File: src/sv/fpa_pkg.sv
// ----------------------------------------------------------------------------
// fpa_pkg
// Types, constants and helpers shared by the fixed-point ALU pipeline.
// ----------------------------------------------------------------------------
`default_nettype none

package fpa_pkg;

  localparam int FRAC_BITS = 8;
  localparam int DATA_W    = 32;
  localparam int NUM_W     = DATA_W + FRAC_BITS;   // dividend width, one cell per bit
  localparam int PROD_W    = 2 * DATA_W;
  localparam int MAG_W     = PROD_W + 1;          // widest magnitude that gets saturated

  typedef enum logic [2:0] {
    OP_ADD = 3'd0,
    OP_SUB = 3'd1,
    OP_MUL = 3'd2,
    OP_DIV = 3'd3,
    OP_MAX = 3'd4,
    OP_MIN = 3'd5,
    OP_INC = 3'd6,
    OP_DEC = 3'd7
  } fpa_op_t;

  // item as it travels through the divider chain
  typedef struct packed {
    fpa_op_t                  op;
    logic                     less;
    logic                     equal;
    logic                     greater;
    logic signed [DATA_W-1:0] simple_val;   // result of add, sub, max, min, inc, dec
    logic                     simple_ovf;
    logic                     dbz;
    logic                     neg;          // sign of product and quotient
    logic [DATA_W-1:0]        mag_a;
    logic [DATA_W-1:0]        mag_b;
    logic [NUM_W-1:0]         num;          // dividend bits still to shift in
    logic [DATA_W-1:0]        rem;
    logic [NUM_W-1:0]         quot;
  } fpa_item_t;

  // item after the product and quotient rounding stage
  typedef struct packed {
    fpa_op_t                  op;
    logic                     less;
    logic                     equal;
    logic                     greater;
    logic signed [DATA_W-1:0] simple_val;
    logic                     simple_ovf;
    logic                     dbz;
    logic                     neg;
    logic [PROD_W-1:0]        prod;
    logic [NUM_W:0]           qdiv;
  } fpa_post_t;

  typedef struct packed {
    logic signed [DATA_W-1:0] value;
    logic                     less;
    logic                     equal;
    logic                     greater;
    logic                     ovf;
    logic                     dbz;
  } fpa_res_t;

  // saturate a sign and magnitude to the signed data range, ovf in the top bit
  function automatic logic [DATA_W:0] sat_mag(input logic [MAG_W-1:0] mag, input logic neg);
    logic [MAG_W-1:0]  lim;
    logic [DATA_W-1:0] v;
    logic              o;
    lim = {{(MAG_W-DATA_W){1'b0}}, 1'b1, {(DATA_W-1){1'b0}}};
    if (neg) begin
      o = mag > lim;
      v = o ? {1'b1, {(DATA_W-1){1'b0}}} : (~mag[DATA_W-1:0] + 1'b1);
    end else begin
      o = mag > (lim - 1'b1);
      v = o ? {1'b0, {(DATA_W-1){1'b1}}} : mag[DATA_W-1:0];
    end
    return {o, v};
  endfunction

  // saturate a signed sum one bit wider than the data range
  function automatic logic [DATA_W:0] sat_sum(input logic [DATA_W:0] s);
    logic o;
    o = s[DATA_W] != s[DATA_W-1];
    if (o) return {1'b1, s[DATA_W], {(DATA_W-1){~s[DATA_W]}}};
    return {1'b0, s[DATA_W-1:0]};
  endfunction

endpackage

`default_nettype wire

File: src/sv/fpa_post.sv
// ----------------------------------------------------------------------------
// fpa_post
// Two tail stages: product and quotient rounding, then saturation and select.
// ----------------------------------------------------------------------------
`default_nettype none

module fpa_post (
  input  logic               clk,
  input  logic               rst,
  input  logic               en1,
  input  logic               en2,
  input  logic               in_valid,
  input  fpa_pkg::fpa_item_t in_item,
  output logic               mid_valid,
  output logic               out_valid,
  output fpa_pkg::fpa_res_t  out_res
);
  import fpa_pkg::*;

  fpa_post_t         p1, mid;
  fpa_res_t          res;
  logic              rnd_up;
  logic [MAG_W-1:0]  mul_mag;
  logic [DATA_W:0]   mul_sat, div_sat;
  logic [MAG_W-1:0]  half;

  // stage one: magnitude product, quotient round half up
  always_comb begin
    rnd_up        = {in_item.rem, 1'b0} >= {1'b0, in_item.mag_b};
    p1.op         = in_item.op;
    p1.less       = in_item.less;
    p1.equal      = in_item.equal;
    p1.greater    = in_item.greater;
    p1.simple_val = in_item.simple_val;
    p1.simple_ovf = in_item.simple_ovf;
    p1.dbz        = in_item.dbz;
    p1.neg        = in_item.neg;
    p1.prod       = in_item.mag_a * in_item.mag_b;
    p1.qdiv       = {1'b0, in_item.quot} + {{NUM_W{1'b0}}, rnd_up};
  end

  always_ff @(posedge clk) begin
    if (rst) begin
      mid_valid <= 1'b0;
    end else if (en1) begin
      mid_valid <= in_valid;
    end
  end

  always_ff @(posedge clk) begin
    if (en1) begin
      mid <= p1;
    end
  end

  // stage two: scale, saturate, pick by opcode
  always_comb begin
    half    = {{(MAG_W-1){1'b0}}, 1'b1} << FRAC_BITS >> 1;
    mul_mag = ({1'b0, mid.prod} + half) >> FRAC_BITS;
    mul_sat = sat_mag(mul_mag, mid.neg);
    div_sat = sat_mag({{(MAG_W-NUM_W-1){1'b0}}, mid.qdiv}, mid.neg);
    res.less    = mid.less;
    res.equal   = mid.equal;
    res.greater = mid.greater;
    res.dbz     = mid.dbz;
    unique case (mid.op)
      OP_MUL:  {res.ovf, res.value} = mul_sat;
      OP_DIV:  {res.ovf, res.value} = mid.dbz ? '0 : div_sat;
      default: {res.ovf, res.value} = {mid.simple_ovf, mid.simple_val};
    endcase
  end

  always_ff @(posedge clk) begin
    if (rst) begin
      out_valid <= 1'b0;
    end else if (en2) begin
      out_valid <= mid_valid;
    end
  end

  always_ff @(posedge clk) begin
    if (en2) begin
      out_res <= res;
    end
  end

endmodule

`default_nettype wire

File: config.mk
export PLATFORM = sky130hd
export DESIGN_NAME = fpa_post
export DESIGN_NICKNAME = d
export VERILOG_FILES = /design/src/sv/fpa_pkg.sv /design/src/sv/fpa_post.sv
export SDC_FILE = /design/constraint.sdc
export NUM_CORES = 2
export LEC_CHECK = 0
export BUFFER_PORTS_ARGS = -buffer_cell sky130_fd_sc_hd__buf_2
export CORE_UTILIZATION = 66
export DETAILED_ROUTE_END_ITERATION = 10
export PLACE_DENSITY = 0.89
export SLEW_MARGIN = 20
export SYNTH_ARGS = -nofsm -noshare
export SYNTH_HDL_FRONTEND = slang
export SYNTH_SLANG_ARGS = --single-unit
export TNS_END_PERCENT = 50
File: constraint.sdc
create_clock -name clk -period 13.8 [get_ports clk]
set_input_delay 2.07 -clock clk [delete_from_list [all_inputs] [get_ports clk]]
set_output_delay 2.07 -clock clk [all_outputs]
set_load 0.01 [all_outputs]
==> results.toml <==
[sta]
maxSlewViolCount = 0
setup_viol = 0
finClkSkew_ns = 0.0173
layout_min_cycle_time_ns = 10.29
fmax_ghz = 0.0972
fin_crit_sh = 0.745
slew-limit-headroom = 0.314
rsz0062_at_grt = "false"
finalSetupTns_ns = 0
worst_pin_slew_ns = 1.03
hold_viol = 0

[synthesis]
synth_top_area_cell = "fa_1"
async_flop_share = 0
synth_edf_count = 176
ys_warn_count = 0
synth_area_leaders = "fa_1 41%, edfxtp_1 12%, and2_1 8.6%"
synth_top_area_frac = 0.407
postSynthAreaPerCell_um2 = 9.32
ys.flop_type = "edfxtp_1"
seq_area_frac_synth = 0.121
netlist_instances = 4726
synth_seq_cells = 178
syn_area_mm2 = 0.0441
syn_nets = 6141
synth.distinct_cells = 80

[worst_hold_path]
hp-class = "flip-flop to flip-flop"

[worst_setup_path]
cp_max_fo = 32
worstPathRequired_ns = 13.99
cp-start-kind = "primary input"
worstPathArrival_ns = 10.47
critPathKind = "primary input to flip-flop"
end_kind = "flip-flop"

[routing]
drt_iter0_markers = 2921
postRouteWirelength_um = 118000
dr.pass1.iters = 6
vias = 34000
wl_per_cell_um = 21.0
drc = 0
ant_nets = 0
viasPerCell = 6.05

[clock_network]
postCtsHoldBufs = 0
clock_latency_ns = 0.45
post-cts-setup-buffers = 0
root_buffer = "clkbuf_16"
cts_buffers = 17
path_clk_slew_ns = 0.07
cts_sinks = 178
clk_path_buf_depth = 2
h-tree-depth = 4
cts_tree = "done"
cts_resized = 0

[flow_run]
drv_cap = 0

[placement]
place.gp.congestion = 0.945
place.detailed.hpwl_um = 88700
placedInstanceArea_mm2 = 0.0453
portBuffers = 220
dpl.cell_count = 5576

[cells_and_area]
area_growth_pct = 4.35
multi_input_area_mm2 = 0.0342
final_cell_count_no_fill = 5612
regArea_mm2 = 0.00533
final_common_cell = "inv_1"
design_area_mm2 = 0.0460
drive_gt1_frac = 0.0658
layout.nets = 6147
fillers = 4680
final_cell_mix = "958 x inv_1, 895 x fa_1, 608 x and2_1"

[status]
status = "complete, no violations"

[floorplan]
ioPinCount = 261
chipHeight_um = 260
rows = 94
dieArea_mm2 = 0.0678
start_util = 0.669
core_area_mm2 = 0.0659
fp.dieW_um = 260

[global_routing]
grt_max_degree = 82
antenna_found_initial = 4
grt_pass1_wl_um = 190000
grt_pass1_vias = 36800
overflow = 0
grt_usage = 0.361
flip-flops by register name (all words and copies together) (netlist names):
name,cells
out_res,37
out_valid,1
mid_valid,1
mid,139
synthesized netlist by cell type (14+ instances only):
| master | number |
|---|---|
| a21o_1 | 42 |
| a21oi_1 | 101 |
| a31oi_1 | 16 |
| and2_1 | 608 |
| and3_1 | 28 |
| buf_2 | 15 |
| clkbuf_1 | 224 |
| edfxtp_1 | 176 |
| fa_1 | 895 |
| ha_1 | 298 |
| inv_1 | 958 |
| nand2_1 | 579 |
| nand2b_1 | 14 |
| nand3_1 | 69 |
| nand4_1 | 47 |
| nor2_1 | 113 |
| nor3_1 | 45 |
| nor4_1 | 29 |
| o21ai_0 | 38 |
| o221ai_2 | 20 |
| o22ai_1 | 28 |
| or3_1 | 14 |
| xnor2_1 | 103 |
| xor2_1 | 69 |
final timing paths:
check | from | cells past startpoint | slack [ns] | to
worst min register to register | mid[140] | 0 | 0.42 | out_res[2]
worst max-delay path | in_item[157] | 27 | 3.51 | mid[83]
worst min-delay path | mid[140] | 0 | 0.42 | out_res[2]
worst max register to register | mid[55] | 11 | 8.82 | out_res[15]
critical path, stage by stage:
cell and delay (ns):
buf_2 0.74, and2_1 0.25, fa_1 0.43, fa_1 0.50, fa_1 0.52, inv_1 0.06
fa_1 0.53, inv_1 0.05, fa_1 0.50, inv_1 0.05, fa_1 0.48, inv_1 0.06
fa_1 0.55, inv_1 0.07, fa_1 0.55, inv_1 0.05, ha_1 0.37, nand4_1 0.12
a221o_1 0.27, a31oi_1 0.27, nand2b_1 0.22, a41oi_1 0.14, o41ai_1 0.84, nand4_1 0.22
o211ai_1 0.20, a311oi_1 0.18, xnor2_1 0.16
per-layer routing:
layer / vias up / wire length (um) / global-route usage
li1: 14500 / - / -
met1: 16700 / 42200 / 0.446
met2: 2223 / 55100 / 0.591
met3: 497 / 14400 / 0.0963
met4: 0 / 5920 / 0.170
met5: - / 0 / 0
per-stage QoR:
stage               setup slack (ns)  hold WS, ns  utilization
floorplan                       4.53        0.400            -
global placement                3.37        0.401        0.689
detailed placement              3.20        0.405        0.689
CTS                             3.64        0.421        0.698
global route                    3.27        0.423        0.698
finish                          3.51        0.419        0.698
final cells by class:
| type | instances | area share |
|---|---|---|
| multi-input cells | 3345 | 0.743 |
| inverters | 958 | 0.0782 |
| clock buffers | 17 | 0.00925 |
| well taps | 864 | 0.0235 |
| repair buffers | 232 | 0.0260 |
| diodes | 6 | 0.000327 |
| flip-flops and latches | 178 | 0.116 |
| clock inverters | 12 | 0.00370 |
cell families (layout without fill, tap and decap cells):
| logic type | Yosys count | after routing | share of synthesized area |
|---|---|---|---|
| AOI/OAI and AO/OA | 364 | 364 | 0.0589 |
| xor gates and xnor gates | 172 | 172 | 0.0342 |
| adders and majority gates | 1193 | 1193 | 0.491 |
| buffers and inverters | 1203 | 1219 | 0.104 |
| DFF | 178 | 178 | 0.121 |
| muxes | 7 | 7 | 0.00168 |
| other | 0 | 6 | 0 |
| and+or+nand+nor | 1609 | 1609 | 0.189 |
Power is left out: the tool's default activity adds up to more than one toggle a clock period on the data nets, which glitch-free logic cannot reach.
