File: config.mk
export PLATFORM = sky130hd
export DESIGN_NAME = fpa_prep
export DESIGN_NICKNAME = d
export VERILOG_FILES = /design/src/sv/fpa_pkg.sv /design/src/sv/fpa_prep.sv
export SDC_FILE = /design/constraint.sdc
export NUM_CORES = 1
export LEC_CHECK = 0
export BUFFER_PORTS_ARGS = -buffer_cell sky130_fd_sc_hd__buf_2
export CORE_MARGIN = 5
export CORE_UTILIZATION = 50
export DETAILED_ROUTE_END_ITERATION = 8
export PLACE_DENSITY = 0.84
export SYNTH_ARGS = -nofsm -noshare
export SYNTH_HDL_FRONTEND = slang
export SYNTH_SLANG_ARGS = --single-unit
export TNS_END_PERCENT = 5
File: constraint.sdc
create_clock -name clk -period 4.5 [get_ports clk]
set_clock_uncertainty 0.1 [all_clocks]
set_input_delay 0.675 -clock clk [delete_from_list [all_inputs] [get_ports clk]]
set_output_delay 0.675 -clock clk [all_outputs]
set_load 0.005 [all_outputs]
File: src/sv/fpa_pkg.sv
// ----------------------------------------------------------------------------
// fpa_pkg
// Types, constants and helpers shared by the fixed-point ALU pipeline.
// ----------------------------------------------------------------------------
`default_nettype none

package fpa_pkg;

  localparam int FRAC_BITS = 8;
  localparam int DATA_W    = 32;
  localparam int NUM_W     = DATA_W + FRAC_BITS;   // dividend width, one cell per bit
  localparam int PROD_W    = 2 * DATA_W;
  localparam int MAG_W     = PROD_W + 1;          // widest magnitude that gets saturated

  typedef enum logic [2:0] {
    OP_ADD = 3'd0,
    OP_SUB = 3'd1,
    OP_MUL = 3'd2,
    OP_DIV = 3'd3,
    OP_MAX = 3'd4,
    OP_MIN = 3'd5,
    OP_INC = 3'd6,
    OP_DEC = 3'd7
  } fpa_op_t;

  // item as it travels through the divider chain
  typedef struct packed {
    fpa_op_t                  op;
    logic                     less;
    logic                     equal;
    logic                     greater;
    logic signed [DATA_W-1:0] simple_val;   // result of add, sub, max, min, inc, dec
    logic                     simple_ovf;
    logic                     dbz;
    logic                     neg;          // sign of product and quotient
    logic [DATA_W-1:0]        mag_a;
    logic [DATA_W-1:0]        mag_b;
    logic [NUM_W-1:0]         num;          // dividend bits still to shift in
    logic [DATA_W-1:0]        rem;
    logic [NUM_W-1:0]         quot;
  } fpa_item_t;

  // item after the product and quotient rounding stage
  typedef struct packed {
    fpa_op_t                  op;
    logic                     less;
    logic                     equal;
    logic                     greater;
    logic signed [DATA_W-1:0] simple_val;
    logic                     simple_ovf;
    logic                     dbz;
    logic                     neg;
    logic [PROD_W-1:0]        prod;
    logic [NUM_W:0]           qdiv;
  } fpa_post_t;

  typedef struct packed {
    logic signed [DATA_W-1:0] value;
    logic                     less;
    logic                     equal;
    logic                     greater;
    logic                     ovf;
    logic                     dbz;
  } fpa_res_t;

  // saturate a sign and magnitude to the signed data range, ovf in the top bit
  function automatic logic [DATA_W:0] sat_mag(input logic [MAG_W-1:0] mag, input logic neg);
    logic [MAG_W-1:0]  lim;
    logic [DATA_W-1:0] v;
    logic              o;
    lim = {{(MAG_W-DATA_W){1'b0}}, 1'b1, {(DATA_W-1){1'b0}}};
    if (neg) begin
      o = mag > lim;
      v = o ? {1'b1, {(DATA_W-1){1'b0}}} : (~mag[DATA_W-1:0] + 1'b1);
    end else begin
      o = mag > (lim - 1'b1);
      v = o ? {1'b0, {(DATA_W-1){1'b1}}} : mag[DATA_W-1:0];
    end
    return {o, v};
  endfunction

  // saturate a signed sum one bit wider than the data range
  function automatic logic [DATA_W:0] sat_sum(input logic [DATA_W:0] s);
    logic o;
    o = s[DATA_W] != s[DATA_W-1];
    if (o) return {1'b1, s[DATA_W], {(DATA_W-1){~s[DATA_W]}}};
    return {1'b0, s[DATA_W-1:0]};
  endfunction

endpackage

`default_nettype wire

File: src/sv/fpa_prep.sv
// ----------------------------------------------------------------------------
// fpa_prep
// Entry stage: compares, simple ops, magnitudes and divider setup.
// ----------------------------------------------------------------------------
`default_nettype none

module fpa_prep (
  input  logic                                  clk,
  input  logic                                  rst,
  input  logic                                  en,
  input  logic                                  in_valid,
  input  logic [2:0]                            opcode,
  input  logic signed [fpa_pkg::DATA_W-1:0]     operand_a,
  input  logic signed [fpa_pkg::DATA_W-1:0]     operand_b,
  output logic                                  out_valid,
  output fpa_pkg::fpa_item_t                    out_item
);
  import fpa_pkg::*;

  fpa_item_t         it;
  logic [DATA_W:0]   ax, bx;
  logic [DATA_W-1:0] one;

  // build the item
  always_comb begin
    ax  = {operand_a[DATA_W-1], operand_a};
    bx  = {operand_b[DATA_W-1], operand_b};
    one = {{(DATA_W-1){1'b0}}, 1'b1};
    it = '0;
    it.op      = fpa_op_t'(opcode);
    it.less    = operand_a < operand_b;
    it.equal   = operand_a == operand_b;
    it.greater = operand_a > operand_b;
    it.mag_a   = operand_a[DATA_W-1] ? (~operand_a + one) : operand_a;
    it.mag_b   = operand_b[DATA_W-1] ? (~operand_b + one) : operand_b;
    it.neg     = operand_a[DATA_W-1] ^ operand_b[DATA_W-1];
    it.num     = {it.mag_a, {FRAC_BITS{1'b0}}};
    it.dbz     = (it.op == OP_DIV) && (operand_b == '0);
    unique case (it.op)
      OP_ADD:  {it.simple_ovf, it.simple_val} = sat_sum(ax + bx);
      OP_SUB:  {it.simple_ovf, it.simple_val} = sat_sum(ax - bx);
      OP_INC:  {it.simple_ovf, it.simple_val} = sat_sum(ax + {1'b0, one});
      OP_DEC:  {it.simple_ovf, it.simple_val} = sat_sum(ax - {1'b0, one});
      OP_MAX:  {it.simple_ovf, it.simple_val} = {1'b0, it.greater ? operand_a : operand_b};
      OP_MIN:  {it.simple_ovf, it.simple_val} = {1'b0, it.less ? operand_a : operand_b};
      default: {it.simple_ovf, it.simple_val} = '0;
    endcase
  end

  always_ff @(posedge clk) begin
    if (rst) begin
      out_valid <= 1'b0;
    end else if (en) begin
      out_valid <= in_valid;
    end
  end

  always_ff @(posedge clk) begin
    if (en) begin
      out_item <= it;
    end
  end

endmodule

`default_nettype wire

==> impl_summary.log <==
[metrics] minimum setup slack after placement: -0.0898 ns
[metrics] adder-cell share of the synthesized area: 7.09%
[metrics] Via-to-Cell Ratio: 5.97
[metrics] cell at the root of the clock tree: sky130_fd_sc_hd__clkbuf_16
[metrics] WHS: 0.380 ns
[metrics] Fill cells: 2136
[metrics] number of buffers inserted by hold repair at cts: 0
[metrics] power per cell area: around 260 nW/um2
[metrics] number of I/O pins: 289
[metrics] leakage power of the design: 5.90 nW
[metrics] area share of xor/xnor cells in the synthesized design: 12.1%
[metrics] Met1 Wirelength: between 15000 and 20000 um
[metrics] count of final hold-check violations: 0
[metrics] worst flop-to-flop path startpoint: out_valid
[metrics] largest fanout on the critical path: 32
[metrics] average wire per cell in the routed design: 21.3 um
[metrics] switching pwr: 1.37 mW
[metrics] mux contribution to synthesized area: 3.80%
[metrics] Slew @ Worst Pin: 1.15 ns
[metrics] Reg power frac: 35.3%
[metrics] final worst path period need: 4.25 ns
[metrics] Placement Cell Area: 13700 um2
[metrics] global-route congestion overflow total: 0
[metrics] Synth Flop Type: sky130_fd_sc_hd__edfxtp_1
[metrics] number of design-rule violations left by the first detailed-router iteration: between 1500 and 2000
[metrics] critical path class: input port to register
[metrics] number of buffers added by the clock tree synthesis step: 9
[metrics] Worst Setup SP: operand_a[0]
[metrics] required time of the worst setup path: ~4.5 ns
[metrics] most common library cell in the layout ignoring fill and taps: sky130_fd_sc_hd__buf_2
[metrics] post-synthesis sequential area ratio: roughly 26%
[metrics] DIE HEIGHT: 167 um
[metrics] TritonCTS clock tree: done
[metrics] post-synth top area share: 25.5%
[metrics] number of max-slew violations in the final report: 0
[metrics] number of storage elements in the synthesis netlist: 106
[metrics] post-synthesis share of cell area spent on and, or, nand and nor gates: 15.9%
[metrics] Tcrit/Tclk final: 94.4%
[metrics] DRT Pass-1 Iters: 8
[metrics] crit path capture type: register
[metrics] via count of the first global-routing pass: 11200
[metrics] ranking of synthesized cells by area: sky130_fd_sc_hd__edfxtp_1 25%, sky130_fd_sc_hd__xnor2_1 9.6%, sky130_fd_sc_hd__buf_4 8.5%, sky130_fd_sc_hd__ha_1 6.8%, sky130_fd_sc_hd__o21ai_0 4.5%
[metrics] clock share of power: between 20% and 30%
[metrics] RSZ-0062 raised after global routing: false
[metrics] arrival time of the worst setup path: 4.21 ns
[metrics] post-synthesis average cell area: ~8.4 um2
[metrics] post-route antenna net violation count: 0
[metrics] max capacitance violation total: 0
[metrics] count of input and output buffers: 208
[metrics] wire length of the first global-routing pass: 65200 um
[metrics] register clock-pin slew on the reported worst setup and hold paths: 0.08 ns
[metrics] highest clock frequency the design can meet: 0.236 GHz
[metrics] placer's final routability congestion estimate: 1.02
[metrics] total length of routed met3 wires: 5450 um
[metrics] critical path startpoint category: input port
[metrics] sum of net half-perimeters after detailed placement: 34400 um
[metrics] # DRC: 0
[metrics] synth unique cells: 94
[metrics] commonest cells after routing, fill and taps aside: 207 x sky130_fd_sc_hd__buf_2, 136 x sky130_fd_sc_hd__xnor2_1, 128 x sky130_fd_sc_hd__buf_4, 112 x sky130_fd_sc_hd__nand2_1, 111 x sky130_fd_sc_hd__o21ai_0
[metrics] routed length on met2: 18500 um
[metrics] sequential cell area: 3170 um2
[metrics] run status: finished, final reports clean
[metrics] highest metal layer used by the detailed router: met5
[metrics] count of vias placed by the detailed router: 12100
[metrics] area overhead of the layout relative to synthesis: 12.9%
[metrics] largest area contributor in the synthesized netlist: sky130_fd_sc_hd__edfxtp_1
[metrics] total routing usage reported by global routing: 29.1%
[metrics] core area: roughly 24000 um2
[metrics] number of placement rows: 57
[metrics] worst hold-check path type: input port to register
[metrics] maximum number of pins on one net before global-route repair: 81
[metrics] count of nets after finishing: 1828
[metrics] Comb power frac: 42.6%
[metrics] total number of H-tree levels: 3
[metrics] footprint of the multi-input gates: just under 8000 um2
[metrics] Syn Inst Count: 1475
[metrics] launch point of the worst hold path: rst
[metrics] Chip Width: 167 um
[metrics] floorplan die area: roughly 28000 um2
[metrics] worst slew slack as a fraction of its limit: 23.4%
[metrics] Final Cell Area: 14000 um2
[metrics] post-detailed-routing wire length: ~43000 um
[metrics] Internal Dissipation: 2.24 mW
[metrics] total standard cell area after synthesis: 12400 um2
[metrics] clk buf depth: 2
[metrics] initial antenna violation count: 4
[metrics] proportion of layout cells with a drive suffix above 1: a little under a quarter
[metrics] synthesized-area fraction occupied by ao, oa, aoi and oai cells: 21.1%
[metrics] number of buffers inserted to repair setup after CTS: 0
[metrics] Clock Sink Count: 106
[metrics] final setup margin: 0.254 ns
[metrics] share of total power consumed by net switching: 38.0%
[metrics] peak supply drop: 0.169 mV
[metrics] Finished Core Util: 57.5%
[metrics] final number of setup-violating endpoints: 0
[metrics] YS warnings: 0
[metrics] count of flip-flops with a built-in enable after synthesis: 105
[metrics] Initial Utilization: 50.9%
[metrics] dominant combinational cell family by area after synthesis: compound AO/OA/AOI/OAI gates
[metrics] Worst-Skew Late Latency: between 0.3 and 0.4 ns
[metrics] Synth async-reset ratio: 0%
## synth_stat cells, drive strengths merged, types with 12 or more instances
library cell / n
edfxtp: 105
o21ai: 147
nand2: 112
mux2: 16
inv: 72
nand3: 42
ha: 67
xnor2: 137
xor2: 33
nor3: 21
nand4: 31
a21oi: 96
mux2i: 29
a221oi: 21
o31ai: 25
or3: 12
a31oi: 12
nor2: 78
and3: 14
o2111ai: 16
nand2b: 17
o211ai: 15
buf: 178
nor4: 13
clkbuf: 36
o21bai: 12
## metrics by stage
stage                     std cells  setup TNS, ns  power (mW)
after floorplan                1554              0        2.27
after global placement         2001        -0.0236        2.78
after detailed placement       2001         -0.636        2.78
after CTS                      2017              0        3.56
after global routing           2020              0        3.78
final                          2020              0        3.60
## per-layer routing
metal,global-route usage (%),vias up
met5,0,-
li1,-,5533
met2,43.8,884
met4,7.37,2
met1,42.7,5562
met3,6.36,78
## sequential cells by signal, indices dropped and copies added, names as in the netlist
register   count
out_item     105
out_valid      1
## worst max-delay path: stages
cell and delay (ns):
sky130_fd_sc_hd__buf_2 0.11, sky130_fd_sc_hd__buf_4 0.16, sky130_fd_sc_hd__ha_1 0.23, sky130_fd_sc_hd__fa_1 0.42, sky130_fd_sc_hd__nor2b_1 0.18, sky130_fd_sc_hd__o311ai_2 0.28, sky130_fd_sc_hd__a2bb2oi_1 0.20, sky130_fd_sc_hd__a41o_1 0.38
sky130_fd_sc_hd__a211oi_1 0.46, sky130_fd_sc_hd__nor2_1 0.13, sky130_fd_sc_hd__a211oi_1 0.27, sky130_fd_sc_hd__buf_4 0.16, sky130_fd_sc_hd__nor4b_4 0.04, sky130_fd_sc_hd__buf_12 0.19, sky130_fd_sc_hd__o21ai_1 0.11, sky130_fd_sc_hd__o2111ai_1 0.18
## cells by family (layout without fill, tap and decap cells)
family | Yosys count | in the layout
other | 1 | 83
XOR/XNOR | 170 | 170
flip-flops | 106 | 106
AO/OA/AOI/OAI | 409 | 409
adder cells (fa/ha/maj) | 69 | 69
AND/OR/NAND/NOR | 385 | 385
multiplexers | 45 | 45
buffers and inverters | 290 | 429
## area by class of cell
| type | count | area share, % |
|---|---|---|
| antenna | 3 | 0.0537 |
| clock buffer | 9 | 1.61 |
| clock inverter | 7 | 0.438 |
| inverter | 74 | 1.99 |
| multi-input combinational | 1158 | 55.5 |
| sequential | 106 | 22.7 |
| tap | 324 | 2.90 |
| timing repair buffer | 339 | 14.9 |
## final timing paths
check	end	slack (ns)	cells past startpoint
max	out_item[184]	0.25	16
min	out_valid	0.38	2
max reg2reg	out_valid	3.80	2
min reg2reg	out_valid	0.43	2
## power by group through the flow
stage,logic (mW),registers (mW),clock network [mW]
floorplan,0.967,1.30,0
global placement,1.48,1.29,0
detailed placement,1.49,1.29,0
CTS,1.49,1.27,0.795
global route,1.64,1.28,0.856
finish,1.53,1.27,0.797
## repair_timing
item,in CTS,in global routing
hold endpoints to repair,0,0
resized for setup,0,2
endpoints found under the setup margin,0,16
Note: power is estimated with default switching activity, not from simulation.
