**config.mk**
```make
export PLATFORM = sky130hd
export DESIGN_NAME = fpa_cell
export DESIGN_NICKNAME = d
export VERILOG_FILES = /design/src/sv/fpa_pkg.sv /design/src/sv/fpa_cell.sv
export SDC_FILE = /design/constraint.sdc
export NUM_CORES = 1
export LEC_CHECK = 0
export ABC_AREA = 1
export BUFFER_PORTS_ARGS = -buffer_cell sky130_fd_sc_hd__buf_2
export CAP_MARGIN = 0
export CORE_ASPECT_RATIO = 0.8
export CORE_MARGIN = 2
export CORE_UTILIZATION = 30
export CTS_BUF_LIST = sky130_fd_sc_hd__clkbuf_4
export DETAILED_ROUTE_END_ITERATION = 12
export PLACE_DENSITY_LB_ADDON = 0.15
export SLEW_MARGIN = 20
export SYNTH_ARGS = -nofsm -noshare
export SYNTH_HDL_FRONTEND = slang
export SYNTH_SLANG_ARGS = --single-unit
```
**constraint.sdc**
```tcl
create_clock -name clk -period 2.2 [get_ports clk]
set_input_delay 0 -clock clk [delete_from_list [all_inputs] [get_ports clk]]
set_output_delay 0 -clock clk [all_outputs]
set_load 0.02 [all_outputs]
```
**src/sv/fpa_pkg.sv**
```systemverilog
// ----------------------------------------------------------------------------
// fpa_pkg
// Types, constants and helpers shared by the fixed-point ALU pipeline.
// ----------------------------------------------------------------------------
`default_nettype none

package fpa_pkg;

  localparam int FRAC_BITS = 8;
  localparam int DATA_W    = 32;
  localparam int NUM_W     = DATA_W + FRAC_BITS;   // dividend width, one cell per bit
  localparam int PROD_W    = 2 * DATA_W;
  localparam int MAG_W     = PROD_W + 1;          // widest magnitude that gets saturated

  typedef enum logic [2:0] {
    OP_ADD = 3'd0,
    OP_SUB = 3'd1,
    OP_MUL = 3'd2,
    OP_DIV = 3'd3,
    OP_MAX = 3'd4,
    OP_MIN = 3'd5,
    OP_INC = 3'd6,
    OP_DEC = 3'd7
  } fpa_op_t;

  // item as it travels through the divider chain
  typedef struct packed {
    fpa_op_t                  op;
    logic                     less;
    logic                     equal;
    logic                     greater;
    logic signed [DATA_W-1:0] simple_val;   // result of add, sub, max, min, inc, dec
    logic                     simple_ovf;
    logic                     dbz;
    logic                     neg;          // sign of product and quotient
    logic [DATA_W-1:0]        mag_a;
    logic [DATA_W-1:0]        mag_b;
    logic [NUM_W-1:0]         num;          // dividend bits still to shift in
    logic [DATA_W-1:0]        rem;
    logic [NUM_W-1:0]         quot;
  } fpa_item_t;

  // item after the product and quotient rounding stage
  typedef struct packed {
    fpa_op_t                  op;
    logic                     less;
    logic                     equal;
    logic                     greater;
    logic signed [DATA_W-1:0] simple_val;
    logic                     simple_ovf;
    logic                     dbz;
    logic                     neg;
    logic [PROD_W-1:0]        prod;
    logic [NUM_W:0]           qdiv;
  } fpa_post_t;

  typedef struct packed {
    logic signed [DATA_W-1:0] value;
    logic                     less;
    logic                     equal;
    logic                     greater;
    logic                     ovf;
    logic                     dbz;
  } fpa_res_t;

  // saturate a sign and magnitude to the signed data range, ovf in the top bit
  function automatic logic [DATA_W:0] sat_mag(input logic [MAG_W-1:0] mag, input logic neg);
    logic [MAG_W-1:0]  lim;
    logic [DATA_W-1:0] v;
    logic              o;
    lim = {{(MAG_W-DATA_W){1'b0}}, 1'b1, {(DATA_W-1){1'b0}}};
    if (neg) begin
      o = mag > lim;
      v = o ? {1'b1, {(DATA_W-1){1'b0}}} : (~mag[DATA_W-1:0] + 1'b1);
    end else begin
      o = mag > (lim - 1'b1);
      v = o ? {1'b0, {(DATA_W-1){1'b1}}} : mag[DATA_W-1:0];
    end
    return {o, v};
  endfunction

  // saturate a signed sum one bit wider than the data range
  function automatic logic [DATA_W:0] sat_sum(input logic [DATA_W:0] s);
    logic o;
    o = s[DATA_W] != s[DATA_W-1];
    if (o) return {1'b1, s[DATA_W], {(DATA_W-1){~s[DATA_W]}}};
    return {1'b0, s[DATA_W-1:0]};
  endfunction

endpackage

`default_nettype wire

```
**src/sv/fpa_cell.sv**
```systemverilog
// ----------------------------------------------------------------------------
// fpa_cell
// One restoring division step: one quotient bit per cell.
// ----------------------------------------------------------------------------
`default_nettype none

module fpa_cell (
  input  logic               clk,
  input  logic               rst,
  input  logic               en,
  input  logic               in_valid,
  input  fpa_pkg::fpa_item_t in_item,
  output logic               out_valid,
  output fpa_pkg::fpa_item_t out_item
);
  import fpa_pkg::*;

  fpa_item_t       it;
  logic [DATA_W:0] trial;
  logic [DATA_W:0] diff;
  logic            qbit;

  // shift in next dividend bit, subtract divisor if it fits
  always_comb begin
    it    = in_item;
    trial = {in_item.rem, in_item.num[NUM_W-1]};
    diff  = trial - {1'b0, in_item.mag_b};
    qbit  = trial >= {1'b0, in_item.mag_b};
    it.rem  = qbit ? diff[DATA_W-1:0] : trial[DATA_W-1:0];
    it.num  = {in_item.num[NUM_W-2:0], 1'b0};
    it.quot = {in_item.quot[NUM_W-2:0], qbit};
  end

  always_ff @(posedge clk) begin
    if (rst) begin
      out_valid <= 1'b0;
    end else if (en) begin
      out_valid <= in_valid;
    end
  end

  always_ff @(posedge clk) begin
    if (en) begin
      out_item <= it;
    end
  end

endmodule

`default_nettype wire

```
==> results of run 1 <==
-- metrics by stage --
step	util (%)	setup WS, ps	cells	hold WS, ps
after global placement	39.55	178.9	1731	157.7
after floorplan	-	585.3	868	72.38
after detailed placement	39.55	143.0	1731	166.6
-- logic make-up after synthesis --
logic type	share of synthesized area, %
multiplexers	0.1033
buffers and inverters	6.778
AO/OA/AOI/OAI	1.343
other	0.03869
flip-flops	67.13
XOR/XNOR	1.265
adder cells (fa/ha/maj)	4.338
AND/OR/NAND/NOR	19.00
==> qor.yml, run 1 <==
outcome:
  status: "did not finish"
  error: "[ERROR RSZ-0060] Max buffer count reached."
  stop_stage: "clock tree synthesis"
yosys:
  yosysSeqAreaShare_pct: 67.13
  synth_ff_type: "edfxtp_1"
  yosysMostFrequentCell: "nand2_1"
  synth_top_area_share_pct: 66.92
  ys_top_cells_by_count: "nand2_1 (274), edfxtp_1 (216), inv_1 (150), nand3_1 (56), nor2_1 (35)"
  synth-seq-cells: 217
  synth_area_leaders: "edfxtp_1 (67%), nand2_1 (11%), inv_1 (5.8%)"
  synth-edff-count: 216
  ys_warn_count: 0
  syn_area_per_cell_um2: 11.17
  synth_fp_nets: 1122
  syn_area_um2: 9692
  synthCells: 868
  synth.distinct_cells: 30
  async_flop_share_pct: 0
  synth_top_cell_by_area: "edfxtp_1"
cts:
  cts_root_buf: "clkbuf_4"
  cts_max_path_buffers: 3
  cts.sinks: 217
  cts_max_level: 2
  ctsHoldBuffers: 365
  cts_buffers: 57
  cts_resized: 0
  post_cts_buffers: 0
floorplanning:
  die_x_um: 205.0
  ios: 439
  rows: 58
  die_y_um: 164.8
  initial_core_util_pct: 30.63
placed_design:
  port_buffers: 436
  place_congestion: 0.8841
  placed_area_um2: 12510
  dp_hpwl_um: 24230
==> run 2, diff against run 1 <==
- CORE_ASPECT_RATIO: 0.8 -> unset
- CORE_UTILIZATION: 30 -> 20
- CTS_BUF_LIST: sky130_fd_sc_hd__clkbuf_4 -> unset
==> run 2 against run 1 <==
Net effect: the run now ends clean; area after synthesis did not move; synthesized cell count did not move.
==> qor.yml, run 2 <==
outcome:
  status: "completed"
floorplanning:
  die_x_um: 224.1  # +9.4%
  die_y_um: 224.1  # +36%
  initial_core_util_pct: 20.30  # -10 points
  dieArea_um2: 50240
  coreArea_um2: 47750
  ios: 439  # unchanged
  rows: 80  # +38%
yosys:
  syn_area_um2: 9692  # unchanged
  ys_warn_count: 0  # unchanged
  synthCells: 868  # unchanged
  syn_area_per_cell_um2: 11.17  # unchanged
  async_flop_share_pct: 0  # unchanged
  synth_ff_type: "edfxtp_1"
  yosysMostFrequentCell: "nand2_1"
  synth_top_area_share_pct: 66.92  # unchanged
  ys_top_cells_by_count: "nand2_1 (274), edfxtp_1 (216), inv_1 (150), nand3_1 (56), nor2_1 (35)"
  synth-edff-count: 216  # unchanged
  synth_fp_nets: 1122  # unchanged
  synth_area_leaders: "edfxtp_1 (67%), nand2_1 (11%), inv_1 (5.8%)"
  synth.distinct_cells: 30  # unchanged
  synth_top_cell_by_area: "edfxtp_1"
  yosysSeqAreaShare_pct: 67.13  # unchanged
  synth-seq-cells: 217  # unchanged
finish:
  drive_above_1_share_pct: 32.72
  largest_register_ffs: 216
  top_regs: "out_item: 216 flops, out_valid: 1 flops"
  layout_commonest_cell: "buf_2"
  syn2layout_area_growth_pct: 62.78
  nets: 1812
  final_util_pct: 33.04
  max_flop_register: "out_item"
  mostFrequentLayoutCells: "buf_2 (435), nand2_1 (272), dlygate4sd3_1 (218), edfxtp_1 (216), inv_1 (150)"
pwr:
  p_int_w: 0.008288
  power_density_nw_per_um2: 738.6
  p_sw_share_pct: 28.87
  clkPwrFrac_pct: 35.2
  irDropWorstVdd_v: 0.0004522
  p_seq_share_pct: 43.5
  p_leak_nw: 7.399
  p_sw_w: 0.003365
  pwr-share-comb_pct: 21.2
sta:
  finalCritPeriodShare_pct: 91.85
  fin_skew_ps: 0
  grt_setup_unrepaired: "no"
  period_minus_slack_ps: 2021
  fmax_mhz: 494.9
  tns_ps: 0
  finalSetupViolCount: 0
  slew_viol_final: 0
  hold_viol: 0
cts:
  cts_max_level: 1  # -1
  post_cts_buffers: 0  # unchanged
  cts_root_buf: "clkbuf_16"
  cts_tree: "done"
  cts_max_path_buffers: 3  # unchanged
  clk_latency_ps: 540
  clk_pin_slew_ps: 60
  cts.sinks: 217  # unchanged
  cts_buffers: 27  # -53%
route:
  vias: 8436
  drt_iter0_markers: 380
  wl_met2_um: 20360
  wl_per_cell_um: 17.56
  met3_length_um: 2390
  wl_met1_um: 14940
  ant_nets: 0
  firstDrtPassIters: 6
  viasPerCell: 3.843
  routed.top_layer: "met5"
  wl_um: 38540
  drc: 0
critical_path:
  worst_ep_required_time_ps: 2490
  slowest_delay_ps: 520
  cp_common_cell: "nand2_1"
  crit_slowest_cell: "dlygate4sd3_1"
  arrival_ps: 2310
  crit_type: "in2reg"
  crit_chain: "dlygate4sd3_1 > buf_2 > inv_1 > ha_1 > fa_1 > inv_1 > nand2_1 > nand3_1 > nand2_1 > nand2_1 > nand2_1 > nand2_1 > nand2_1 > nand3_1 > nand2_1"
  path_max_fanout: 3
  endpoint_kind: "flip-flop"
  start_kind: "input port"
global_route:
  grt_antenna_before_repair: 5
  track_usage_pct: 14.74
  overflow: 0
  grt_max_degree: 51
  grt_pass1_vias: 8679
  grt_pass1_wl_um: 55260
min_path:
  hp-class: "in2reg"
placed_design:
  place_congestion: 0.8331  # -5.8%
  dp_hpwl_um: 29860  # +23%
  port_buffers: 436  # unchanged
run:
  drv_cap: 0
==> run 2: cell counts after synthesis <==
No cell type changed its count.
==> run 2: path summary, 6_finish.rpt <==
check,depth (start not counted),to,slack [ps],start
setup / recovery,15,out_item[70],180,in_item[111]
hold / removal,2,out_item[185],170,in_item[185]
setup reg to reg,3,out_valid,1070,out_valid
hold reg to reg,3,out_valid,1040,out_valid
==> run 2: cells by family after synthesis <==
kind of cell,after synthesis,synth area share [%]
compound gates,25,1.343
xor+xnor,14,1.265
fa+ha+maj,33,4.338
buf+inv,161,6.778
flops,217,67.13
mux,1,0.1033
other cells,1,0.03869
simple gates,416,19.00
==> run 2: per-layer routing <==
layer  global-route usage, %  vias up
met3                   2.938       48
li1                        -     4235
met5                       0        -
met1                   16.64     3859
met4                   3.656        4
met2                   28.12      290
==> run 2: metrics by stage <==
step	worst slack, ps	hold WS (ps)	instance area, um^2	instances	power [W]
after floorplan	585.3	72.38	9692	868	0.006331
after global placement	112.3	158.8	12750	1925	0.007333
after detailed placement	103.8	160.7	12750	1925	0.007337
after CTS	149.7	120.4	15740	2191	0.01193
after global routing	7.459	138.2	15780	2195	0.01227
final	179.3	169.7	15780	2195	0.01165
==> run 2: what timing repair did <==
item / CTS / global route
hold buffers: 218 / 0
hold endpoints to repair: 259 / 0
setup endpoints to repair: 0 / 18
resized for setup: 0 / 6
==> run 2: worst max-delay path: cells and delay by family <==
kind          cells  cell delay (ps)
fa+ha+maj         2              650
simple gates      9              890
buf+inv           4              780
==> run 2: power groups by stage <==
stage | sequential [W] | clock, W | combinational (W)
CTS | 0.00507 | 0.00434 | 0.00252
finish | 0.00507 | 0.00411 | 0.00247
detailed placement | 0.00515 | 0 | 0.00218
floorplan | 0.00566 | 0 | 0.000676
global route | 0.00510 | 0.00446 | 0.00270
global placement | 0.00516 | 0 | 0.00218
==> run 2: area by class of cell <==
| cell class | count | area, um^2 |
|---|---|---|
| fill | 4918 | 31970 |
| clock buffer | 31 | 690.7 |
| timing repair buffer | 671 | 4564 |
| multi-input combinational | 491 | 2562 |
| inverter | 150 | 563.0 |
| sequential | 217 | 6506 |
| clock inverter | 17 | 112.6 |
| tap | 615 | 769.5 |
| antenna | 3 | 7.507 |
No activity file was read; power rests on OpenSTA's default activity.
==> run 3, diff against run 2 <==
==> constraint.sdc (replaced) <==
create_clock -name clk -period 2.2 [get_ports clk]
set_input_delay 0.11 -clock clk [delete_from_list [all_inputs] [get_ports clk]]
set_output_delay 0.11 -clock clk [all_outputs]
set_load 0.02 [all_outputs]
==> run 3 against run 2 <==
Net effect: final cell count grew 1.2%; setup slack got worse by 47 ps; count of clock-buffer cells in the layout is 7 higher; flip-flop and latch count stayed put; clock skew did not move; sequential power about the same; the flow now finishes with violations (hold timing); wire length grew 1.2%.
==> qor.yml, run 3 (same netlist as run 2, synthesis figures left out) <==
sta:
  finalSetupViolCount: 0  # unchanged
  fin_skew_ps: 0  # unchanged
  hold_slack_ps: -0.1240  # -169.8 ps
  grt_setup_unrepaired: "no"
  period_minus_slack_ps: 2068  # +47.29 ps
  finalCritPeriodShare_pct: 94.00  # +2.1 points
  hold_viol: 1  # +1
  max_slew_margin_pct: 61.89
  tightest_slew_ps: 571.6
  tns_ps: 0  # unchanged
  slew_viol_final: 0  # unchanged
  fmax_mhz: 483.6  # -2.3%
route:
  vias: 8560  # +1.5%
  drc: 0  # unchanged
  drt_iter0_markers: 317  # -17%
  wl_per_cell_um: 17.57  # about the same
  firstDrtPassIters: 4  # -2
  viasPerCell: 3.854  # +0.28%
  ant_nets: 0  # unchanged
  wl_um: 39010  # +1.2%
pwr:
  p_leak_nw: 7.572  # +2.3%
  p_seq_share_pct: 42.0  # -1.5 points
  p_sw_share_pct: 28.79  # -0.084 points
  pwr-share-comb_pct: 21.3  # about the same
  clkPwrFrac_pct: 36.8  # +1.6 points
  irDropWorstVdd_v: 0.0005559  # +23%
  power_density_nw_per_um2: 749.0  # +1.4%
  p_int_w: 0.008600  # +3.8%
  p_sw_w: 0.003477  # +3.3%
cts:
  cts_max_path_buffers: 3  # unchanged
  cts_root_buf: "clkbuf_16"
  clk_latency_ps: 560  # +20 ps
  post_cts_buffers: 0  # unchanged
  cts.sinks: 217  # unchanged
  cts_buffers: 28  # +3.7%
  cts_tree: "done"
  cts_max_level: 1  # unchanged
  clk_pin_slew_ps: 60  # about the same
global_route:
  grt_pass1_vias: 8973  # +3.4%
  grt_pass1_wl_um: 56260  # +1.8%
  grt_max_degree: 64  # +25%
  grt_antenna_before_repair: 5  # unchanged
  overflow: 0  # unchanged
  track_usage_pct: 15.06  # +0.32 points
floorplanning:
  ios: 439  # unchanged
  coreArea_um2: 47750  # unchanged
  dieArea_um2: 50240  # unchanged
  rows: 80  # unchanged
  die_x_um: 224.1  # unchanged
  die_y_um: 224.1  # unchanged
  initial_core_util_pct: 20.30  # unchanged
finish:
  max_flop_register: "out_item"
  mostFrequentLayoutCells: "buf_2 (435), nand2_1 (269), dlygate4sd3_1 (217), edfxtp_1 (216), inv_1 (150)"
  largest_register_ffs: 216  # unchanged
  top_regs: "out_item: 216 flops, out_valid: 1 flops"
  drive_above_1_share_pct: 34.68  # +2.0 points
  layout_commonest_cell: "buf_2"
  fin_cells: 2221  # +1.2%
  nets: 1838  # +1.4%
  syn2layout_area_growth_pct: 66.37
critical_path:
  start_kind: "input port"
  path_max_fanout: 9  # +6
  reg2regPathDepth: 3  # unchanged
  crit_type: "in2reg"
  arrival_ps: 2390  # +80 ps
  worst_ep_required_time_ps: 2520  # +30 ps
  endpoint_kind: "flip-flop"
min_path:
  min_path_cells: 1  # -1
  hp-class: "in2reg"
run:
  drv_cap: 0  # unchanged
outcome:
  violations: "hold timing"
  status: "finished, violations left"
placed_design:
  port_buffers: 436  # unchanged
  dp_hpwl_um: 30390  # +1.8%
  place_congestion: 0.8473  # +1.7%
  dp.cells: 1952  # +1.4%
-- run 3: worst paths after layout --
path               start             to  slack, ps
min                   en  out_item[168]       -0.1
min reg2reg    out_valid      out_valid       1050
max          in_item[57]   out_item[41]        130
max reg2reg    out_valid      out_valid       1060
-- run 3: per-stage QoR --
step	setup slack, ps	cell area [um^2]	total power [W]	utilization (%)	hold WS, ps
final	132.0	16120	0.01208	33.77	-0.1240
after global routing	6.996	16120	0.01268	33.77	10.67
after detailed placement	12.07	13000	0.007423	27.23	271.3
after CTS	89.30	16050	0.01231	33.62	0.5342
after floorplan	475.3	9692	0.006331	-	182.4
after global placement	-2.597	13000	0.007416	27.23	270.6
-- run 3: worst max-delay path: stages --
cell and delay [ps]:
dlygate4sd3_1 570, buf_2 150, ha_1 360, nand2_1 150, nor2_1 90, nand2_1 100, nor2_2 60, nand2_1 60
nand2_1 80, nor2_4 250, nand2_8 130, buf_4 170, nand2_1 50, o21ai_0 80
-- run 3: per-layer routing --
metal	wire length [um]	global-route usage, %	vias to the layer above	share of wire (%)
met2	20310	28.66	265	52
met3	2327	3.397	60	6.0
met4	1200	4.387	4	3.1
met1	15150	16.56	3944	39
met5	28	0	-	0.072
li1	-	-	4287	-
-- run 3: power groups by stage --
stage,registers [W],logic (W),clock network [W]
after global placement,0.00516,0.00226,0
final,0.00507,0.00257,0.00444
after detailed placement,0.00515,0.00227,0
after global routing,0.00510,0.00281,0.00476
after CTS,0.00508,0.00261,0.00462
after floorplan,0.00566,0.000676,0
-- run 3: area by class of cell --
class                   instances  area (um^2)
diodes                          3        7.507
clock buffers                  38        738.2
clock inverters                11        137.6
fillers                      5009        31620
inverters                     150        563.0
multi-input cells             490         2595
flip-flops and latches        217         6506
well taps                     615        769.5
repair buffers                697         4807
-- run 3: what timing repair did --
item	4_1_cts	5_1_grt
hold endpoints to repair	216	0
hold buffers	217	0
gates resized for setup	0	18
setup endpoints to repair	0	32
